--- src/hdl/jkse_pkg.sv ---
// ---------------------------------------------------------------------------
// jkse_pkg
// Types and constants of the JSON key string extractor.
// ---------------------------------------------------------------------------
package jkse_pkg;

  localparam int MAX_KEY_BYTES = 16;
  localparam int WIN_BYTES     = MAX_KEY_BYTES + 3;

  // Configuration register indexes
  localparam logic [1:0] REG_KEY_LOW  = 2'd0;
  localparam logic [1:0] REG_KEY_HIGH = 2'd1;
  localparam logic [1:0] REG_KEY_LEN  = 2'd2;
  localparam logic [1:0] REG_CAPACITY = 2'd3;

  // Scanner modes
  localparam logic [1:0] MODE_SEARCH = 2'd0;
  localparam logic [1:0] MODE_SKIP   = 2'd1;
  localparam logic [1:0] MODE_STR    = 2'd2;
  localparam logic [1:0] MODE_ESC    = 2'd3;

  // Result kinds
  localparam logic [1:0] KIND_CHAR = 2'd0;
  localparam logic [1:0] KIND_END  = 2'd1;
  localparam logic [1:0] KIND_FIN  = 2'd2;

  // Character constants
  localparam logic [7:0] CH_QUOTE = 8'h22;
  localparam logic [7:0] CH_COLON = 8'h3A;
  localparam logic [7:0] CH_SPACE = 8'h20;
  localparam logic [7:0] CH_BSL   = 8'h5C;
  localparam logic [7:0] CH_N     = 8'h6E;
  localparam logic [7:0] CH_T     = 8'h74;
  localparam logic [7:0] CH_R     = 8'h72;
  localparam logic [7:0] CH_LF    = 8'h0A;
  localparam logic [7:0] CH_TAB   = 8'h09;
  localparam logic [7:0] CH_CR    = 8'h0D;

  typedef struct packed {
    logic [7:0] doc_byte;
    logic       doc_last;
  } in_t;

  typedef struct packed {
    logic [1:0]  result_kind;
    logic [7:0]  value_char;
    logic [15:0] value_number;
    logic [15:0] found_total;
    logic        run_end;
  } out_t;

  // All results caused by one input byte
  typedef struct packed {
    logic        has_char;
    logic        has_end;
    logic        has_fin;
    logic [7:0]  ch;
    logic [15:0] found;
  } bundle_t;

endpackage

--- src/hdl/jkse_cell.sv ---
// ---------------------------------------------------------------------------
// jkse_cell
// One byte of the search window: shifts toward its neighbor and compares the
// byte it is about to take against its pattern byte.
// ---------------------------------------------------------------------------
module jkse_cell
  import jkse_pkg::*;
(
  input  logic       clk,
  input  logic       shift,
  input  logic [7:0] byte_in,
  input  logic [7:0] want,
  input  logic       care,
  output logic [7:0] byte_out,
  output logic       hit
);

  logic [7:0] window_byte;

  // window byte, no reset: the fill counter decides what is valid
  always_ff @(posedge clk) begin
    if (shift) begin
      window_byte <= byte_in;
    end
  end

  assign byte_out = window_byte;
  assign hit      = !care || (byte_in == want);

endmodule

--- src/hdl/jkse_queue.sv ---
// ---------------------------------------------------------------------------
// jkse_queue
// Two-entry queue of result bundles, unpacked into single result transfers.
// ---------------------------------------------------------------------------
module jkse_queue
  import jkse_pkg::*;
(
  input  logic    clk,
  input  logic    rst,
  input  logic    push,
  input  bundle_t push_data,
  output logic    full,
  output logic    out_valid,
  input  logic    out_stall,
  output out_t    out_data
);

  bundle_t    entries [2];
  logic       wr_ptr;
  logic       rd_ptr;
  logic [1:0] count;
  logic [1:0] count_next;

  bundle_t    head;
  logic       xfer;
  logic       last_one;
  logic [1:0] kind;

  assign head      = entries[rd_ptr];
  assign out_valid = (count != 2'd0);
  assign full      = (count == 2'd2);
  assign xfer      = out_valid && !out_stall;
  assign last_one  = ($countones({head.has_char, head.has_end, head.has_fin}) == 1);

  // pick the earliest pending result of the head bundle
  always_comb begin
    if (head.has_char) begin
      kind = KIND_CHAR;
    end else if (head.has_end) begin
      kind = KIND_END;
    end else begin
      kind = KIND_FIN;
    end
  end

  always_comb begin
    out_data.result_kind = kind;
    out_data.value_char  = (kind == KIND_CHAR) ? head.ch : 8'd0;
    if (kind == KIND_FIN || head.found == 16'd0) begin
      out_data.value_number = 16'd0;
    end else begin
      out_data.value_number = head.found - 16'd1;
    end
    out_data.found_total = head.found;
    out_data.run_end     = last_one;
  end

  assign count_next = count + {1'b0, push} - {1'b0, xfer && last_one};

  // pointers and occupancy
  always_ff @(posedge clk) begin
    if (rst) begin
      wr_ptr <= 1'b0;
      rd_ptr <= 1'b0;
      count  <= 2'd0;
    end else begin
      if (push) begin
        wr_ptr <= !wr_ptr;
      end
      if (xfer && last_one) begin
        rd_ptr <= !rd_ptr;
      end
      count <= count_next;
    end
  end

  // entry storage; a push never lands on a head that is being drained
  always_ff @(posedge clk) begin
    if (push) begin
      entries[wr_ptr] <= push_data;
    end
    if (xfer && !last_one) begin
      if (head.has_char) begin
        entries[rd_ptr].has_char <= 1'b0;
      end else begin
        entries[rd_ptr].has_end <= 1'b0;
      end
    end
  end

endmodule

--- src/hdl/json_key_string_extractor_top.sv ---
// ---------------------------------------------------------------------------
// json_key_string_extractor_top
// Streams the string values that follow a configured key in a JSON document.
// ---------------------------------------------------------------------------
// Usage:
//   in_data carries one document byte per transfer (in_valid / in_stall);
//   doc_last marks the final byte. out_data carries one result per transfer
//   (out_valid / out_stall): a value character, an end of value, or the
//   document-finished record with the found count.
//   Configuration (key bytes, key length, output capacity) is written on the
//   cfg port while no document is in flight; cfg_ready is always high.
// Timing:
//   A byte is taken every cycle while in_stall is low. Its results are
//   registered in the result queue and leave at one per cycle while
//   out_stall is low. The search is a 19-cell shift chain whose cells
//   each compare one window byte, so a match is decided in the cycle
//   the byte arrives.
//   A two-bundle result queue sits between the sides; in_stall rises only
//   while both bundles are pending, which a receiver stall can cause.
// Reset:
//   rst (synchronous) empties the queue, restores the register defaults and
//   puts the scanner in search mode. The last byte of a document returns the
//   scanner, counters and window to that state too.
// ---------------------------------------------------------------------------
module json_key_string_extractor_top
  import jkse_pkg::*;
(
  input  logic        clk,
  input  logic        rst,
  input  logic        in_valid,
  output logic        in_stall,
  input  in_t         in_data,
  output logic        out_valid,
  input  logic        out_stall,
  output out_t        out_data,
  input  logic        cfg_valid,
  output logic        cfg_ready,
  input  logic [1:0]  cfg_index,
  input  logic [63:0] cfg_data
);

  // configuration registers
  logic [63:0] key_bytes_low;
  logic [63:0] key_bytes_high;
  logic [4:0]  key_length;
  logic [15:0] output_capacity;

  // scanner state
  logic [1:0]  mode;
  logic [1:0]  mode_next;
  logic [4:0]  fill;
  logic [4:0]  fill_next;
  logic [15:0] found;
  logic [15:0] found_next;
  logic [15:0] emitted;
  logic [15:0] emitted_next;

  logic          accept;
  logic          full;
  logic          shift;
  logic          match;
  logic [4:0]    fill_inc;
  logic [5:0]    pat_len;
  logic          key_ok;
  logic          emit_ok;
  logic          want_char;
  bundle_t       bundle;
  logic [127:0]  key_vec;
  logic [7:0]    win    [WIN_BYTES];
  logic [7:0]    feed   [WIN_BYTES];
  logic [7:0]    want   [WIN_BYTES];
  logic          care   [WIN_BYTES];
  logic [WIN_BYTES-1:0] hits;

  assign cfg_ready = 1'b1;
  assign accept    = in_valid && !full;
  assign in_stall  = full;
  assign key_vec   = {key_bytes_high, key_bytes_low};
  assign key_ok    = (key_length <= 5'(MAX_KEY_BYTES));
  assign pat_len   = {1'b0, key_length} + 6'd3;

  // configuration writes
  always_ff @(posedge clk) begin
    if (rst) begin
      key_bytes_low   <= 64'd0;
      key_bytes_high  <= 64'd0;
      key_length      <= 5'd0;
      output_capacity <= 16'hFFFF;
    end else if (cfg_valid && cfg_ready) begin
      unique case (cfg_index)
        REG_KEY_LOW:  key_bytes_low   <= cfg_data;
        REG_KEY_HIGH: key_bytes_high  <= cfg_data;
        REG_KEY_LEN:  key_length      <= cfg_data[4:0];
        REG_CAPACITY: output_capacity <= cfg_data[15:0];
        default:      key_length      <= key_length;
      endcase
    end
  end

  // window chain: pattern is right-aligned, ending in quote and colon
  for (genvar j = 0; j < WIN_BYTES; j++) begin : g_cell
    if (j == WIN_BYTES - 1) begin : g_colon
      assign want[j] = CH_COLON;
      assign care[j] = 1'b1;
      assign feed[j] = in_data.doc_byte;
    end else if (j == WIN_BYTES - 2) begin : g_quote
      assign want[j] = CH_QUOTE;
      assign care[j] = 1'b1;
      assign feed[j] = win[j+1];
    end else begin : g_key
      localparam logic [5:0] POS = 6'(j);
      logic [5:0] sum;
      logic [5:0] kidx;

      assign sum  = POS + {1'b0, key_length};
      assign kidx = sum - 6'(WIN_BYTES - 2);

      assign care[j] = (sum >= 6'(MAX_KEY_BYTES));
      assign want[j] = (sum == 6'(MAX_KEY_BYTES)) ? CH_QUOTE
                     : key_vec[{kidx[3:0], 3'b000} +: 8];
      assign feed[j] = win[j+1];
    end

    jkse_cell u_cell (
      .clk      (clk),
      .shift    (shift),
      .byte_in  (feed[j]),
      .want     (want[j]),
      .care     (care[j]),
      .byte_out (win[j]),
      .hit      (hits[j])
    );
  end

  assign fill_inc = (fill < 5'(WIN_BYTES)) ? fill + 5'd1 : fill;
  assign match    = key_ok && ({1'b0, fill_inc} >= pat_len) && (&hits);
  assign emit_ok  = ({1'b0, emitted} + 17'd1) < {1'b0, output_capacity};

  // per-byte scanner step
  always_comb begin
    mode_next       = mode;
    fill_next       = fill;
    found_next      = found;
    emitted_next    = emitted;
    shift           = 1'b0;
    want_char       = 1'b0;
    bundle.has_char = 1'b0;
    bundle.has_end  = 1'b0;
    bundle.has_fin  = 1'b0;
    bundle.ch       = in_data.doc_byte;

    unique case (mode)
      MODE_SEARCH: begin
        shift     = accept;
        fill_next = fill_inc;
        if (match) begin
          mode_next = MODE_SKIP;
          fill_next = 5'd0;
        end
      end
      MODE_SKIP: begin
        if (in_data.doc_byte == CH_SPACE) begin
          mode_next = MODE_SKIP;
        end else if (in_data.doc_byte == CH_QUOTE) begin
          if (found != 16'hFFFF) begin
            found_next = found + 16'd1;
          end
          mode_next = MODE_STR;
        end else begin
          mode_next = MODE_SEARCH;
          shift     = accept;
          fill_next = 5'd1;
        end
      end
      MODE_STR: begin
        if (in_data.doc_byte == CH_QUOTE) begin
          bundle.has_end = 1'b1;
          mode_next      = MODE_SEARCH;
          fill_next      = 5'd0;
        end else if (in_data.doc_byte == CH_BSL && !in_data.doc_last) begin
          mode_next = MODE_ESC;
        end else begin
          want_char = 1'b1;
        end
      end
      MODE_ESC: begin
        want_char = 1'b1;
        mode_next = MODE_STR;
        case (in_data.doc_byte)
          CH_N:    bundle.ch = CH_LF;
          CH_T:    bundle.ch = CH_TAB;
          CH_R:    bundle.ch = CH_CR;
          default: bundle.ch = in_data.doc_byte;
        endcase
      end
      default: mode_next = MODE_SEARCH;
    endcase

    // emit limit
    if (want_char && emit_ok) begin
      bundle.has_char = 1'b1;
      emitted_next    = emitted + 16'd1;
    end
    bundle.found = found_next;

    // end of document: close an open value, report, return to reset
    if (in_data.doc_last) begin
      if (mode_next == MODE_STR || mode_next == MODE_ESC) begin
        bundle.has_end = 1'b1;
      end
      bundle.has_fin = 1'b1;
      mode_next      = MODE_SEARCH;
      fill_next      = 5'd0;
      found_next     = 16'd0;
      emitted_next   = 16'd0;
    end
  end

  // scanner registers
  always_ff @(posedge clk) begin
    if (rst) begin
      mode    <= MODE_SEARCH;
      fill    <= 5'd0;
      found   <= 16'd0;
      emitted <= 16'd0;
    end else if (accept) begin
      mode    <= mode_next;
      fill    <= fill_next;
      found   <= found_next;
      emitted <= emitted_next;
    end
  end

  jkse_queue u_queue (
    .clk       (clk),
    .rst       (rst),
    .push      (accept && (bundle.has_char || bundle.has_end || bundle.has_fin)),
    .push_data (bundle),
    .full      (full),
    .out_valid (out_valid),
    .out_stall (out_stall),
    .out_data  (out_data)
  );

endmodule

--- config.mk ---
export PLATFORM = sky130hd
export DESIGN_NAME = json_key_string_extractor_top
export DESIGN_NICKNAME = d
export VERILOG_FILES = /design/src/hdl/jkse_pkg.sv /design/src/hdl/jkse_cell.sv /design/src/hdl/jkse_queue.sv /design/src/hdl/json_key_string_extractor_top.sv
export SDC_FILE = /design/constraint.sdc
export NUM_CORES = 1
export LEC_CHECK = 0
export ABC_CLOCK_PERIOD_IN_PS = 10400
export BUFFER_PORTS_ARGS = -buffer_cell sky130_fd_sc_hd__buf_2
export CORE_AREA = 2 2 239 241
export DETAILED_ROUTE_END_ITERATION = 16
export DIE_AREA = 0 0 241 243
export PLACE_DENSITY = 0.71
export SYNTH_ARGS = -nofsm -noshare
export SYNTH_HDL_FRONTEND = slang
export SYNTH_HIERARCHICAL = 1
export SYNTH_SLANG_ARGS = --single-unit
--- constraint.sdc ---
create_clock -name clk -period 10.4 [get_ports clk]
set_input_delay 1.04 -clock clk [delete_from_list [all_inputs] [get_ports clk]]
set_output_delay 1.04 -clock clk [all_outputs]
set_load 0.005 [all_outputs]
==> impl_metrics.ini <==
[status]
outcome = finished, final reports clean

[cts]
cts_made_buffers = 44
clock_path_buffers = 3
htree_levels = 2
clkSinkCount = 391
clk_latency_ns = 0.60
postCtsResizedCells = 0
ctsHoldBuffers = 0
cts_setup_buffers = 0
root_buffer = clkbuf_16
clkSlewWorstSetupHoldPaths_ns = 0.06
cts_tree = done

[power]
internal_power_mw = 2.98
p_leak_nw = 9.97
switching_power_mw = 1.31
pwr-share-seq_pct = 44.9
clockPowerShare_pct = 36.0
comb_power_share_pct = 19.2
peakVddDrop_mv = 0.182
powerDensity_mw_per_mm2 = 157
netSwitchingFraction_pct = 30.4

[cells_and_area]
drive_above_1_share_pct = 14.0
antenna_cells = 0
fin_nets = 2897
area_growth_pct = 10.9

[timing]
setup_tns_ns = 0
fmax_mhz = 148
fin_skew_ns = 0.0306
grt_setup_unrepaired = false
worst_slew_pin_slew_ns = 1.42
period_share_pct = 65.0
min_period_ns = 6.76
slew_headroom_pct = 5.21
final_hold_viol_count = 0
fin_ws_ns = 3.64
setup_violations = 0
slew_viol_final = 0

[floorplanning]
core_area_sq_mm = 0.0560
num_io_pins = 126
die_h_um = 243
initial_core_util_pct = 44.1
die-area_sq_mm = 0.0586
rows = 87
dieWidth_um = 241

[synthesis]
synthesis.area_sq_mm = 0.0247
avgSynthCellArea_sq_um = 9.04
synth_warnings = 6
syn_inst = 2731

[worst_setup_path]
critPathTopFamily = compound AO/OA/AOI/OAI gates
critPathMostFrequentCell = o21ai_0
crit_path_end_kind = register
timing.critical_path.buf_inv = 2
cp-start-kind = register
crit_type = register to register
path_max_fanout = 74
crit_arrival_ns = 7.23
path_cells = inv_4 > ha_4 > buf_4 > mux2_2 > o21ai_0 > mux2i_1 > o21ai_0 > o21ai_0 > xnor2_1 > nand4_1 > o21ai_1 > nand3_1 > a2111oi_0 > nand3_1 > a21oi_1 > a221oi_1 > a22o_1 > mux2i_1 > a21oi_1
cp_slowest_cell = buf_4
required_ns = 10.87
cp_slowest_stage_delay_ns = 0.76

[min_path]
hold_class = register to register

[global_routing]
grt_pass1_vias = 19780
grt_pass1_wl_um = 123000
grt_start_max_net_pins = 102
antenna_found_initial = 1
grt_overflow_total = 0
track_usage_pct = 27.9

[route]
via_per_inst = 5.92
wl_um = 82900
ant_nets = 0
first_pass_iters = 7
drt_iter0_markers = 2259
via_count = 21043
route.detailed.drc = 0
routedWlPerCell_um = 23.3

[placement]
pre_cts_ws_ns = 3.88
gp_congestion = 1.03
portBuffers = 124
hpwl_um = 62700

[job]
maxCapViolCount = 0
[flip-flops by register name, indices dropped and copies added (netlist names), named ones only]
register                flops
key_bytes_high             64
fill                        5
key_bytes_low              64
g_cell.u_cell/byte_out    144
output_capacity            16
u_queue/count               2
found                      16
emitted                    16
u_queue/wr_ptr              1
key_length                  5
u_queue/entries            54
u_queue/rd_ptr              1
mode                        2
[per-layer routing]
layer / up-vias / global-route usage (%) / wire (um)
li1: 9793 / - / -
met1: 10264 / 38.8 / 36000
met2: 815 / 42.9 / 36900
met3: 169 / 5.28 / 6510
met4: 2 / 10.4 / 3390
met5: - / 0.673 / 52
[stage by stage]
| stage | cells | hold WS (ns) | instance area, sq um | utilization (%) | power, mW |
|---|---|---|---|---|---|
| floorplan | 2749 | 0.441 | 24800 | - | 2.47 |
| CTS | 3555 | 0.457 | 27400 | 48.9 | 4.29 |
| detailed placement | 3478 | 0.457 | 26000 | 46.4 | 2.75 |
| global placement | 3478 | 0.447 | 26000 | 46.4 | 2.74 |
| finish | 3555 | 0.453 | 27400 | 48.9 | 4.29 |
| global route | 3555 | 0.464 | 27400 | 48.9 | 4.42 |
[path summary, 6_finish.rpt]
check / from / to / slack (ns) / cells past startpoint
hold / removal: g_cell[11].u_cell/byte_out[4] / g_cell[10].u_cell/byte_out[4] / 0.45 / 0
hold reg to reg: g_cell[11].u_cell/byte_out[4] / g_cell[10].u_cell/byte_out[4] / 0.45 / 0
setup / recovery: key_length[0] / u_queue/entries[0][25] / 3.64 / 19
setup reg to reg: key_length[0] / u_queue/entries[0][25] / 3.64 / 19
[final cells by class]
cell class	instances	area, sq um
clock buffers	57	1200
clock inverters	20	205
fillers	5240	28600
inverters	49	186
multi-input cells	2126	14200
flip-flops and latches	391	9780
well taps	756	946
repair buffers	156	863
[power groups by stage]
stage,Clock [mW],Sequential (mW),Combinational (mW)
CTS,1.56,1.92,0.806
floorplan,0,1.89,0.577
global route,1.61,1.93,0.878
detailed placement,0,1.95,0.804
finish,1.54,1.92,0.821
global placement,0,1.95,0.790
[layout by cell type, fill, tap and decap left out, types with 20 or more instances in the layout]
cell type / count
nand2_1: 442
a21oi_1: 249
nor2_1: 205
dfxtp_1: 194
edfxtp_1: 194
xnor2_1: 189
mux2i_1: 162
buf_2: 123
o21ai_0: 111
nor2b_1: 74
mux2_2: 73
nor3_1: 61
nand4_1: 50
mux4_2: 50
a211oi_1: 49
ha_1: 47
inv_1: 45
clkbuf_16: 44
nand3_1: 38
o211ai_1: 33
buf_4: 33
and3_1: 21
conb_1: 20
Power figures use the tool's default switching activity.
